--- src/sbq_pkg.sv ---
`timescale 1ns / 1ps
`default_nettype none

package sbq_pkg;

  localparam int SAMPLE_W    = 24;
  localparam int COEF_W      = 26;
  localparam int COEF_FRAC   = 23;
  localparam int GAIN_W      = 16;
  localparam int GAIN_FRAC   = 14;
  localparam int GAIN_DIGITS = GAIN_W / 2;
  localparam int REG_IDX_W   = 3;

  // Five taps feed the distributed-arithmetic table: x, x1, x2, y1, y2.
  localparam int TAPS       = 5;
  localparam int TAP_IDX_W  = $clog2(TAPS);
  localparam int LUT_ADDR_W = TAPS;
  localparam int LUT_DEPTH  = 1 << TAPS;
  localparam int LUT_W      = COEF_W + 3;

  localparam int ACC_W  = LUT_W + SAMPLE_W;
  localparam int Y_Q_W  = ACC_W - COEF_FRAC;
  localparam int P2_W   = SAMPLE_W + 2;
  localparam int PROD_W = P2_W + GAIN_W;
  localparam int G_Q_W  = PROD_W - GAIN_FRAC;
  localparam int CNT_W  = $clog2(SAMPLE_W + 1);

  localparam logic [COEF_W-1:0] COEF_ONE = COEF_W'(1 << COEF_FRAC);
  localparam logic [GAIN_W-1:0] GAIN_ONE = GAIN_W'(1 << GAIN_FRAC);
  localparam logic [GAIN_W-1:0] GAIN_MAX = GAIN_W'(3 << GAIN_FRAC);

  typedef enum logic [REG_IDX_W-1:0] {
    REG_FF0  = 3'd0,
    REG_FF1  = 3'd1,
    REG_FF2  = 3'd2,
    REG_FB1  = 3'd3,
    REG_FB2  = 3'd4,
    REG_GAIN = 3'd5
  } reg_idx_t;

  typedef struct packed {
    logic load;
    logic prime;
    logic rotate;
    logic acc_en;
    logic acc_msb;
    logic round;
    logic triple;
    logic gain_en;
    logic finish;
  } chan_ctrl_t;

endpackage

`default_nettype wire

--- src/sbq_ram.sv ---
`timescale 1ns / 1ps
`default_nettype none

module sbq_ram #(
  parameter int DATA_W = 8,
  parameter int DEPTH  = 32
) (
  input  wire logic                     clk,
  input  wire logic                     we,
  input  wire logic [$clog2(DEPTH)-1:0] waddr,
  input  wire logic [DATA_W-1:0]        wdata,
  input  wire logic [$clog2(DEPTH)-1:0] raddr_a,
  output logic      [DATA_W-1:0]        rdata_a,
  input  wire logic [$clog2(DEPTH)-1:0] raddr_b,
  output logic      [DATA_W-1:0]        rdata_b
);

  logic [DATA_W-1:0] mem [DEPTH];

  always_ff @(posedge clk) begin
    if (we) begin
      mem[waddr] <= wdata;
    end
    rdata_a <= mem[raddr_a];
    rdata_b <= mem[raddr_b];
  end

endmodule

`default_nettype wire

--- src/sbq_lut.sv ---
`timescale 1ns / 1ps
`default_nettype none

module sbq_lut (
  input  wire logic                                   clk,
  input  wire logic                                   rst,
  input  wire logic                                   wr_en,
  input  wire logic        [sbq_pkg::REG_IDX_W-1:0]   wr_index,
  input  wire logic        [sbq_pkg::COEF_W-1:0]      wr_data,
  input  wire logic        [sbq_pkg::LUT_ADDR_W-1:0]  raddr_l,
  input  wire logic        [sbq_pkg::LUT_ADDR_W-1:0]  raddr_r,
  output logic signed      [sbq_pkg::LUT_W-1:0]       rdata_l,
  output logic signed      [sbq_pkg::LUT_W-1:0]       rdata_r,
  output logic             [sbq_pkg::GAIN_W-1:0]      gain_eff,
  output logic                                        ready
);

  logic signed [sbq_pkg::COEF_W-1:0]     ff0, ff1, ff2, fb1, fb2;
  logic        [sbq_pkg::GAIN_W-1:0]     gain;
  logic                                  busy;
  logic        [sbq_pkg::LUT_ADDR_W-1:0] step;
  logic signed [sbq_pkg::LUT_W-1:0]      run_sum;
  logic signed [sbq_pkg::LUT_W-1:0]      run_sum_next;
  logic signed [sbq_pkg::LUT_W-1:0]      weight;
  logic signed [sbq_pkg::LUT_W-1:0]      stepped;
  logic        [sbq_pkg::LUT_ADDR_W-1:0] gray;
  logic        [sbq_pkg::TAP_IDX_W-1:0]  tz;
  logic                                  tz_found;
  logic                                  rebuild;

  assign rebuild = wr_en && (wr_index < sbq_pkg::REG_IDX_W'(sbq_pkg::REG_GAIN));
  assign ready   = !busy;
  assign gain_eff = (gain > sbq_pkg::GAIN_MAX) ? sbq_pkg::GAIN_MAX : gain;

  // The table is filled in Gray-code order, so each entry differs from the
  // previous one by a single tap weight and one adder is enough.
  assign gray = step ^ (step >> 1);

  always_comb begin
    tz       = '0;
    tz_found = 1'b0;
    for (int i = 0; i < sbq_pkg::TAPS; i++) begin
      if (!tz_found && step[i]) begin
        tz       = sbq_pkg::TAP_IDX_W'(i);
        tz_found = 1'b1;
      end
    end
  end

  always_comb begin
    unique case (tz)
      sbq_pkg::TAP_IDX_W'(0): weight = sbq_pkg::LUT_W'(ff0);
      sbq_pkg::TAP_IDX_W'(1): weight = sbq_pkg::LUT_W'(ff1);
      sbq_pkg::TAP_IDX_W'(2): weight = sbq_pkg::LUT_W'(ff2);
      sbq_pkg::TAP_IDX_W'(3): weight = -sbq_pkg::LUT_W'(fb1);
      sbq_pkg::TAP_IDX_W'(4): weight = -sbq_pkg::LUT_W'(fb2);
      default:                weight = '0;
    endcase
  end

  assign stepped      = gray[tz] ? (run_sum + weight) : (run_sum - weight);
  assign run_sum_next = (step == '0) ? '0 : stepped;

  always_ff @(posedge clk) begin
    if (rst) begin
      ff0  <= sbq_pkg::COEF_ONE;
      ff1  <= '0;
      ff2  <= '0;
      fb1  <= '0;
      fb2  <= '0;
      gain <= sbq_pkg::GAIN_ONE;
      busy <= 1'b1;
      step <= '0;
    end else begin
      if (wr_en) begin
        unique case (wr_index)
          sbq_pkg::REG_FF0:  ff0  <= wr_data;
          sbq_pkg::REG_FF1:  ff1  <= wr_data;
          sbq_pkg::REG_FF2:  ff2  <= wr_data;
          sbq_pkg::REG_FB1:  fb1  <= wr_data;
          sbq_pkg::REG_FB2:  fb2  <= wr_data;
          sbq_pkg::REG_GAIN: gain <= wr_data[sbq_pkg::GAIN_W-1:0];
          default: ;
        endcase
      end
      if (rebuild) begin
        busy <= 1'b1;
        step <= '0;
      end else if (busy) begin
        step <= step + 1'b1;
        if (step == '1) begin
          busy <= 1'b0;
        end
      end
    end
  end

  always_ff @(posedge clk) begin
    if (busy) begin
      run_sum <= run_sum_next;
    end
  end

  sbq_ram #(
    .DATA_W (sbq_pkg::LUT_W),
    .DEPTH  (sbq_pkg::LUT_DEPTH)
  ) u_ram (
    .clk     (clk),
    .we      (busy),
    .waddr   (gray),
    .wdata   (run_sum_next),
    .raddr_a (raddr_l),
    .rdata_a (rdata_l),
    .raddr_b (raddr_r),
    .rdata_b (rdata_r)
  );

  a_rebuild_after_write: assert property (@(posedge clk) disable iff (rst)
    rebuild |=> !ready)
    else $error("coefficient write did not restart the table fill");

endmodule

`default_nettype wire

--- src/sbq_chan.sv ---
`timescale 1ns / 1ps
`default_nettype none

module sbq_chan (
  input  wire logic                                  clk,
  input  wire sbq_pkg::chan_ctrl_t                   ctrl,
  input  wire logic signed [sbq_pkg::SAMPLE_W-1:0]   sample,
  input  wire logic        [sbq_pkg::GAIN_W-1:0]     gain_eff,
  output logic             [sbq_pkg::LUT_ADDR_W-1:0] lut_addr,
  input  wire logic signed [sbq_pkg::LUT_W-1:0]      lut_data,
  output logic signed      [sbq_pkg::SAMPLE_W-1:0]   result
);

  localparam int W = sbq_pkg::SAMPLE_W;

  logic signed [W-1:0]                   x0, x1, x2, y1, y2;
  logic signed [sbq_pkg::LUT_W-1:0]      p;
  logic        [W-1:0]                   lo;
  logic signed [sbq_pkg::LUT_W:0]        term;
  logic signed [sbq_pkg::LUT_W:0]        s;
  logic signed [sbq_pkg::ACC_W-1:0]      full;
  logic signed [sbq_pkg::ACC_W-1:0]      full_rnd;
  logic signed [sbq_pkg::Y_Q_W-1:0]      yq;
  logic signed [W-1:0]                   y_sat;
  logic signed [W-1:0]                   y;
  logic signed [sbq_pkg::P2_W-1:0]       y3;
  logic signed [sbq_pkg::P2_W-1:0]       addend;
  logic        [sbq_pkg::GAIN_W-1:0]     gd;
  logic signed [sbq_pkg::P2_W-1:0]       p2;
  logic        [sbq_pkg::GAIN_W-1:0]     lo2;
  logic signed [sbq_pkg::P2_W:0]         s2;
  logic signed [sbq_pkg::PROD_W-1:0]     prod;
  logic signed [sbq_pkg::PROD_W-1:0]     prod_rnd;
  logic signed [sbq_pkg::G_Q_W-1:0]      gq;
  logic signed [W-1:0]                   g_sat;
  logic        [sbq_pkg::Y_Q_W-W:0]      yq_top;
  logic        [sbq_pkg::G_Q_W-W:0]      gq_top;

  localparam logic [W-1:0] SAT_MAX = {1'b0, {(W - 1){1'b1}}};
  localparam logic [W-1:0] SAT_MIN = {1'b1, {(W - 1){1'b0}}};

  assign lut_addr = {y2[0], y1[0], x2[0], x1[0], x0[0]};

  // The sample bit of weight minus 2^(W-1) subtracts its table entry.
  assign term = ctrl.acc_msb ? -(sbq_pkg::LUT_W + 1)'(lut_data)
                             : (sbq_pkg::LUT_W + 1)'(lut_data);
  assign s    = (sbq_pkg::LUT_W + 1)'(p) + term;

  assign full     = {p, lo};
  assign full_rnd = full + sbq_pkg::ACC_W'(1 << (sbq_pkg::COEF_FRAC - 1));
  assign yq       = full_rnd[sbq_pkg::ACC_W-1:sbq_pkg::COEF_FRAC];
  assign yq_top   = yq[sbq_pkg::Y_Q_W-1:W-1];
  assign y_sat    = ((&yq_top) || !(|yq_top)) ? yq[W-1:0]
                  : (yq[sbq_pkg::Y_Q_W-1] ? SAT_MIN : SAT_MAX);

  always_comb begin
    unique case (gd[1:0])
      2'd0: addend = '0;
      2'd1: addend = sbq_pkg::P2_W'(y);
      2'd2: addend = sbq_pkg::P2_W'(y) <<< 1;
      2'd3: addend = y3;
    endcase
  end

  assign s2 = (sbq_pkg::P2_W + 1)'(p2) + (sbq_pkg::P2_W + 1)'(addend);

  assign prod     = {p2, lo2};
  assign prod_rnd = prod + sbq_pkg::PROD_W'(1 << (sbq_pkg::GAIN_FRAC - 1));
  assign gq       = prod_rnd[sbq_pkg::PROD_W-1:sbq_pkg::GAIN_FRAC];
  assign gq_top   = gq[sbq_pkg::G_Q_W-1:W-1];
  assign g_sat    = ((&gq_top) || !(|gq_top)) ? gq[W-1:0]
                  : (gq[sbq_pkg::G_Q_W-1] ? SAT_MIN : SAT_MAX);

  always_ff @(posedge clk) begin
    if (ctrl.load) begin
      x0 <= sample;
      if (ctrl.prime) begin
        x1 <= sample;
        x2 <= sample;
        y1 <= sample;
        y2 <= sample;
      end
    end else if (ctrl.rotate) begin
      x0 <= {x0[0], x0[W-1:1]};
      x1 <= {x1[0], x1[W-1:1]};
      x2 <= {x2[0], x2[W-1:1]};
      y1 <= {y1[0], y1[W-1:1]};
      y2 <= {y2[0], y2[W-1:1]};
    end else if (ctrl.round) begin
      x1 <= x0;
      x2 <= x1;
      y1 <= y_sat;
      y2 <= y1;
    end
  end

  always_ff @(posedge clk) begin
    if (ctrl.load) begin
      p <= '0;
    end else if (ctrl.acc_en) begin
      p  <= s[sbq_pkg::LUT_W:1];
      lo <= {s[0], lo[W-1:1]};
    end
    if (ctrl.round) begin
      y <= y_sat;
    end
    if (ctrl.triple) begin
      y3 <= sbq_pkg::P2_W'(y) + (sbq_pkg::P2_W'(y) <<< 1);
      gd <= gain_eff;
      p2 <= '0;
    end else if (ctrl.gain_en) begin
      p2  <= sbq_pkg::P2_W'($signed(s2[sbq_pkg::P2_W:2]));
      lo2 <= {s2[1:0], lo2[sbq_pkg::GAIN_W-1:2]};
      gd  <= gd >> 2;
    end
    if (ctrl.finish) begin
      result <= g_sat;
    end
  end

endmodule

`default_nettype wire

--- src/stereo_biquad_filter_top.sv ---
`timescale 1ns / 1ps
`default_nettype none

// out_valid rises once an input beat has gone through the bit-serial steps over the
// coefficient sum table, the round and triple steps, the two-bit gain multiply digits
// and the finish step, if the output register is free. Beats are taken only in idle.
// Reset clears the priming flag and out_valid; ff0 and gain go to one, the rest to zero.
// After reset and after each coefficient write, a pass over every table entry fills the sum
// table and in_ready stays low until it ends.

module stereo_biquad_filter_top (
  input  wire logic                                clk,
  input  wire logic                                rst,
  input  wire logic                                wr_en,
  input  wire logic        [sbq_pkg::REG_IDX_W-1:0] wr_index,
  input  wire logic        [sbq_pkg::COEF_W-1:0]    wr_data,
  input  wire logic                                in_valid,
  output logic                                     in_ready,
  input  wire logic signed [sbq_pkg::SAMPLE_W-1:0] left_sample,
  input  wire logic signed [sbq_pkg::SAMPLE_W-1:0] right_sample,
  output logic                                     out_valid,
  input  wire logic                                out_ready,
  output logic signed      [sbq_pkg::SAMPLE_W-1:0] left_out,
  output logic signed      [sbq_pkg::SAMPLE_W-1:0] right_out
);

  typedef enum logic [2:0] {
    ST_IDLE,
    ST_RUN,
    ST_ROUND,
    ST_TRIPLE,
    ST_GAIN,
    ST_FINISH
  } state_t;

  state_t                               state;
  logic        [sbq_pkg::CNT_W-1:0]     cnt;
  logic                                 primed;
  logic                                 accept;
  logic                                 finish_go;
  logic                                 lut_ready;
  logic        [sbq_pkg::GAIN_W-1:0]    gain_eff;
  logic        [sbq_pkg::LUT_ADDR_W-1:0] addr_l, addr_r;
  logic signed [sbq_pkg::LUT_W-1:0]     data_l, data_r;
  sbq_pkg::chan_ctrl_t                  ctrl;

  assign in_ready  = (state == ST_IDLE) && lut_ready && !wr_en;
  assign accept    = in_valid && in_ready;
  assign finish_go = (state == ST_FINISH) && (!out_valid || out_ready);

  always_comb begin
    ctrl.load    = accept;
    ctrl.prime   = accept && !primed;
    ctrl.rotate  = (state == ST_RUN) && (cnt != sbq_pkg::CNT_W'(sbq_pkg::SAMPLE_W));
    ctrl.acc_en  = (state == ST_RUN) && (cnt != '0);
    ctrl.acc_msb = (state == ST_RUN) && (cnt == sbq_pkg::CNT_W'(sbq_pkg::SAMPLE_W));
    ctrl.round   = (state == ST_ROUND);
    ctrl.triple  = (state == ST_TRIPLE);
    ctrl.gain_en = (state == ST_GAIN);
    ctrl.finish  = finish_go;
  end

  always_ff @(posedge clk) begin
    if (rst) begin
      state     <= ST_IDLE;
      cnt       <= '0;
      primed    <= 1'b0;
      out_valid <= 1'b0;
    end else begin
      unique case (state)
        ST_IDLE: begin
          if (accept) begin
            state  <= ST_RUN;
            cnt    <= '0;
            primed <= 1'b1;
          end
        end
        ST_RUN: begin
          if (cnt == sbq_pkg::CNT_W'(sbq_pkg::SAMPLE_W)) begin
            state <= ST_ROUND;
          end else begin
            cnt <= cnt + 1'b1;
          end
        end
        ST_ROUND: begin
          state <= ST_TRIPLE;
        end
        ST_TRIPLE: begin
          state <= ST_GAIN;
          cnt   <= '0;
        end
        ST_GAIN: begin
          if (cnt == sbq_pkg::CNT_W'(sbq_pkg::GAIN_DIGITS - 1)) begin
            state <= ST_FINISH;
          end else begin
            cnt <= cnt + 1'b1;
          end
        end
        ST_FINISH: begin
          if (finish_go) begin
            state <= ST_IDLE;
          end
        end
        default: state <= ST_IDLE;
      endcase
      if (finish_go) begin
        out_valid <= 1'b1;
      end else if (out_valid && out_ready) begin
        out_valid <= 1'b0;
      end
    end
  end

  sbq_lut u_lut (
    .clk      (clk),
    .rst      (rst),
    .wr_en    (wr_en),
    .wr_index (wr_index),
    .wr_data  (wr_data),
    .raddr_l  (addr_l),
    .raddr_r  (addr_r),
    .rdata_l  (data_l),
    .rdata_r  (data_r),
    .gain_eff (gain_eff),
    .ready    (lut_ready)
  );

  sbq_chan u_left (
    .clk      (clk),
    .ctrl     (ctrl),
    .sample   (left_sample),
    .gain_eff (gain_eff),
    .lut_addr (addr_l),
    .lut_data (data_l),
    .result   (left_out)
  );

  sbq_chan u_right (
    .clk      (clk),
    .ctrl     (ctrl),
    .sample   (right_sample),
    .gain_eff (gain_eff),
    .lut_addr (addr_r),
    .lut_data (data_r),
    .result   (right_out)
  );

  a_accept_starts_run: assert property (@(posedge clk) disable iff (rst)
    accept |=> (state == ST_RUN) && (cnt == '0))
    else $error("accepted beat did not start the bit-serial pass");

  a_finish_sets_valid: assert property (@(posedge clk) disable iff (rst)
    finish_go |=> out_valid)
    else $error("finished result was not presented");

  a_valid_from_finish: assert property (@(posedge clk) disable iff (rst)
    $rose(out_valid) |-> $past(state) == ST_FINISH)
    else $error("out_valid rose outside the finish step");

endmodule

`default_nettype wire

--- config.mk ---
export PLATFORM = sky130hd
export DESIGN_NAME = stereo_biquad_filter_top
export DESIGN_NICKNAME = d
export VERILOG_FILES = /design/src/sbq_pkg.sv /design/src/sbq_ram.sv /design/src/sbq_lut.sv /design/src/sbq_chan.sv /design/src/stereo_biquad_filter_top.sv
export SDC_FILE = /design/constraint.sdc
export NUM_CORES = 2
export LEC_CHECK = 0
export ABC_AREA = 1
export ABC_CLOCK_PERIOD_IN_PS = 7600
export BUFFER_PORTS_ARGS = -buffer_cell sky130_fd_sc_hd__buf_2
export CORE_MARGIN = 2
export CORE_UTILIZATION = 30
export DETAILED_ROUTE_END_ITERATION = 8
export SYNTH_ARGS = -nofsm -noshare
export SYNTH_HDL_FRONTEND = slang
export SYNTH_HIERARCHICAL = 1
export SYNTH_SLANG_ARGS = --single-unit
--- constraint.sdc ---
create_clock -name clk -period 7.6 [get_ports clk]
set_input_delay 1.14 -clock clk [delete_from_list [all_inputs] [get_ports clk]]
set_output_delay 1.14 -clock clk [all_outputs]
set_load 0.005 [all_outputs]
==> results.toml <==
[yosys]
yosys-top-cells-area = "edfxtp_1, nand2_1, nand3_1"
ys_warn_count = 6
ys_ff_latch = 1715
synth_edf_count = 1387
yosysTopAreaCell = "edfxtp_1"
ys_seq_area_frac = 0.496
ys_top_cells_by_count = "nand2_1, nand3_1, edfxtp_1"
synth_nets = 12200
synth.most_common_cell = "nand2_1"
synthCells = 11900
synth_top_area_frac = 0.428
synth_area_um2 = 97300
ys_types = 62
synth.avg_cell_area_um2 = 8.20
ys.flop_type = "edfxtp_1"
async_reset_ff_frac = 0

[floorplanning]
rows = 209
io_pins = 132
die_x_um = 573
die_h_um = 573
die_area_um2 = 329000
core_area_um2 = 323000
start_util = 0.301

[global_route]
antenna_found_initial = 17
grt_pass1_wl_mm = 484
grt_usage = 0.190
gr-total-overflow = 0
grt_pass1_vias = 77300
grt_max_degree = 157

[route]
vias = 83200
final_antenna_net_count = 0
routedWlPerCell_um = 20.1
drt_iter0_drc = 8920
viasPerCell = 5.14
drcViolationCount = 0
first_pass_iters = 6
wirelength_mm = 325

[worst_hold_path]
min-delay-start = "u_lut/ff0[0]"
holdPathEnd = "u_lut/ff0[0]"
holdPathStages = 2
hp-class = "reg2reg"

[status]
status = "completed"

[clocking]
htreeDepth = 4
cts_root_buf = "clkbuf_16"
cts_buffers = 193
cts_tree = "done"
holdBufCountCts = 0
cts_sinks = 1715
clk_path_buf_depth = 4
post_cts_buffers = 0
clk_pin_slew_ns = 0.06
cts_resized = 0
clock_latency_ns = 0.92

[power_and_ir_drop]
peakVddDrop_mv = 0.216
total_power_mw = 38.4
p_leak_nw = 43.9
power.density_nw_per_um2 = 358

[finish]
multiInputGateArea_um2 = 43000
regArea_um2 = 48200
post_route_cells_drive_above_1_share = 0.0732
final_nets = 12000
area_growth_pct = 10.0
fillers = 33800

[timing]
setup_slack_ns = 1.32
fmax_ghz = 0.159
slew_headroom = 0.126
finalSetupViolations = 0
skew_ns = 0.0993
layout_min_cycle_time_ns = 6.28
hold_viol_final = 0
fin_tns_setup_ns = 0
drv_slew = 0
min_period_over_period = 0.826
tightest_slew_ns = 1.31
rsz0062_at_grt = "false"

[critical_path]
ff2ff_path_depth = 27
critical_path_required_ns = 8.03
worst-endpoint-arrival_ns = 6.71
rrSetupSlack_ns = 1.32
endpoint_kind = "flip-flop"
r2r-end = "u_lut/u_ram/mem[15][17]"
r2r-start = "u_lut/step[0]"
critPathLaunchType = "flip-flop"
critPathMaxFanout = 33
crit_type = "reg2reg"

[placed_design]
post-place-ws_ns = 1.45
gp_congestion = 0.937
hpwl_mm = 201
portBuffers = 131

[flow_run]
drv_cap = 0
==> layout make-up <==
| class | count | share of cell area |
|---|---|---|
| Antenna cell | 7 | 0.000164 |
| Sequential cell | 1715 | 0.451 |
| Tap cell | 4325 | 0.0506 |
| Timing Repair Buffer | 273 | 0.0174 |
| Clock inverter | 84 | 0.00582 |
| Clock buffer | 258 | 0.0502 |
| Inverter | 654 | 0.0236 |
| Multi-Input combinational cell | 8882 | 0.402 |
==> worst max path at each step <==
stage / start / end / slack (ns) / cells past startpoint
3_5_place_dp: u_lut/step[0] / u_lut/u_ram/mem[11][17] / 1.45 / 27
3_3_place_gp: u_lut/step[0] / u_lut/u_ram/mem[2][17] / 1.49 / 27
2_1_floorplan: state[0] / u_left/x1[0] / 2.08 / 4
6_report: u_lut/step[0] / u_lut/u_ram/mem[15][17] / 1.32 / 27
4_1_cts: u_lut/step[0] / u_lut/u_ram/mem[15][17] / 1.36 / 27
5_1_grt: u_lut/step[0] / u_lut/u_ram/mem[15][17] / 0.74 / 27
==> per-stage QoR <==
step,cells,util,cell area (um2),hold WS [ns]
finish,16200,0.331,107000,0.462
global route,16200,0.331,107000,0.482
CTS,16200,0.331,107000,0.460
detailed placement,15800,0.312,101000,0.452
global placement,15800,0.312,101000,0.443
floorplan,11900,-,97300,0.425
==> cell usage in the layout (no fill, tap or decap), types with 14 or more instances in the layout <==
master	n
nand2_1	4013
o21a_1	14
nand3_1	1735
clkinv_1	34
o221ai_1	21
o31ai_1	140
edfxtp_1	1387
ha_1	218
clkbuf_1	43
clkbuf_16	201
inv_1	615
o211ai_1	29
a21oi_1	422
o21ai_1	17
a21o_1	28
nand4_1	73
nor2_4	62
o21ai_0	443
xnor2_1	76
dfxtp_1	327
clkinv_2	38
nor2_1	1002
buf_2	131
nand2_2	76
xor2_1	182
buf_4	131
o21bai_1	25
inv_2	20
nand3_2	44
nor3_1	67
a31oi_1	25
nor2_2	37
==> cells by family (layout without fill, tap and decap cells) <==
group,count (synthesis),in the layout,share of synthesized area
simple gates,7180,7180,0.314
flops,1715,1715,0.496
buf+inv,1266,1269,0.0667
compound gates,1219,1219,0.0713
xor+xnor,258,258,0.0232
fa+ha+maj,225,225,0.0295
other cells,0,7,0
==> registers in the layout (all words and copies together) (netlist names), 25 cells and up <==
signal and flops:
u_lut/u_ram/mem 928, u_left/p 29, u_lut/run_sum 29, u_lut/u_ram/rdata_a 29, u_lut/u_ram/rdata_b 29, u_right/p 29
u_left/y3 26, u_lut/fb1 26, u_lut/fb2 26, u_lut/ff0 26, u_lut/ff1 26, u_lut/ff2 26
u_right/y3 26, u_left/p2 25, u_right/p2 25
==> critical path: stages (launching register included) <==
cell,delay (ns)
dfxtp_1,0.34
inv_1,0.09
ha_1,0.29
inv_1,0.08
nor2_2,0.15
nand2_4,0.16
nand3_2,0.42
o21ai_0,0.14
nor2_1,0.10
o21ai_0,0.14
inv_1,0.12
ha_1,0.16
inv_1,0.05
nor3_1,0.19
nand2_1,0.12
nor2_2,0.14
nand3_1,0.13
o21ai_0,0.21
xnor2_1,0.11
ha_1,0.42
nand2_1,0.14
nor2_1,0.22
inv_1,0.09
nor3_1,0.14
a21oi_1,0.15
o21bai_1,0.37
o21ai_0,0.16
a21oi_2,1.00
==> power breakdown <==
part	internal (mW)	total, mW	leakage [nW]	switching (mW)
combinational	4.61	15.7	25.4	11.1
clock	5.15	9.07	2.96	3.92
sequential	12.4	13.5	15.6	1.15
total	22.2	38.4	43.9	16.2
==> layer usage <==
metal	GRT usage	routed length, um	vias to the layer above
met5	0	89	-
met4	0.0795	14500	14
met3	0.0330	29800	739
met2	0.298	144000	3864
met1	0.257	137000	39000
li1	-	-	39600
No activity file was read; power rests on OpenSTA's default activity.
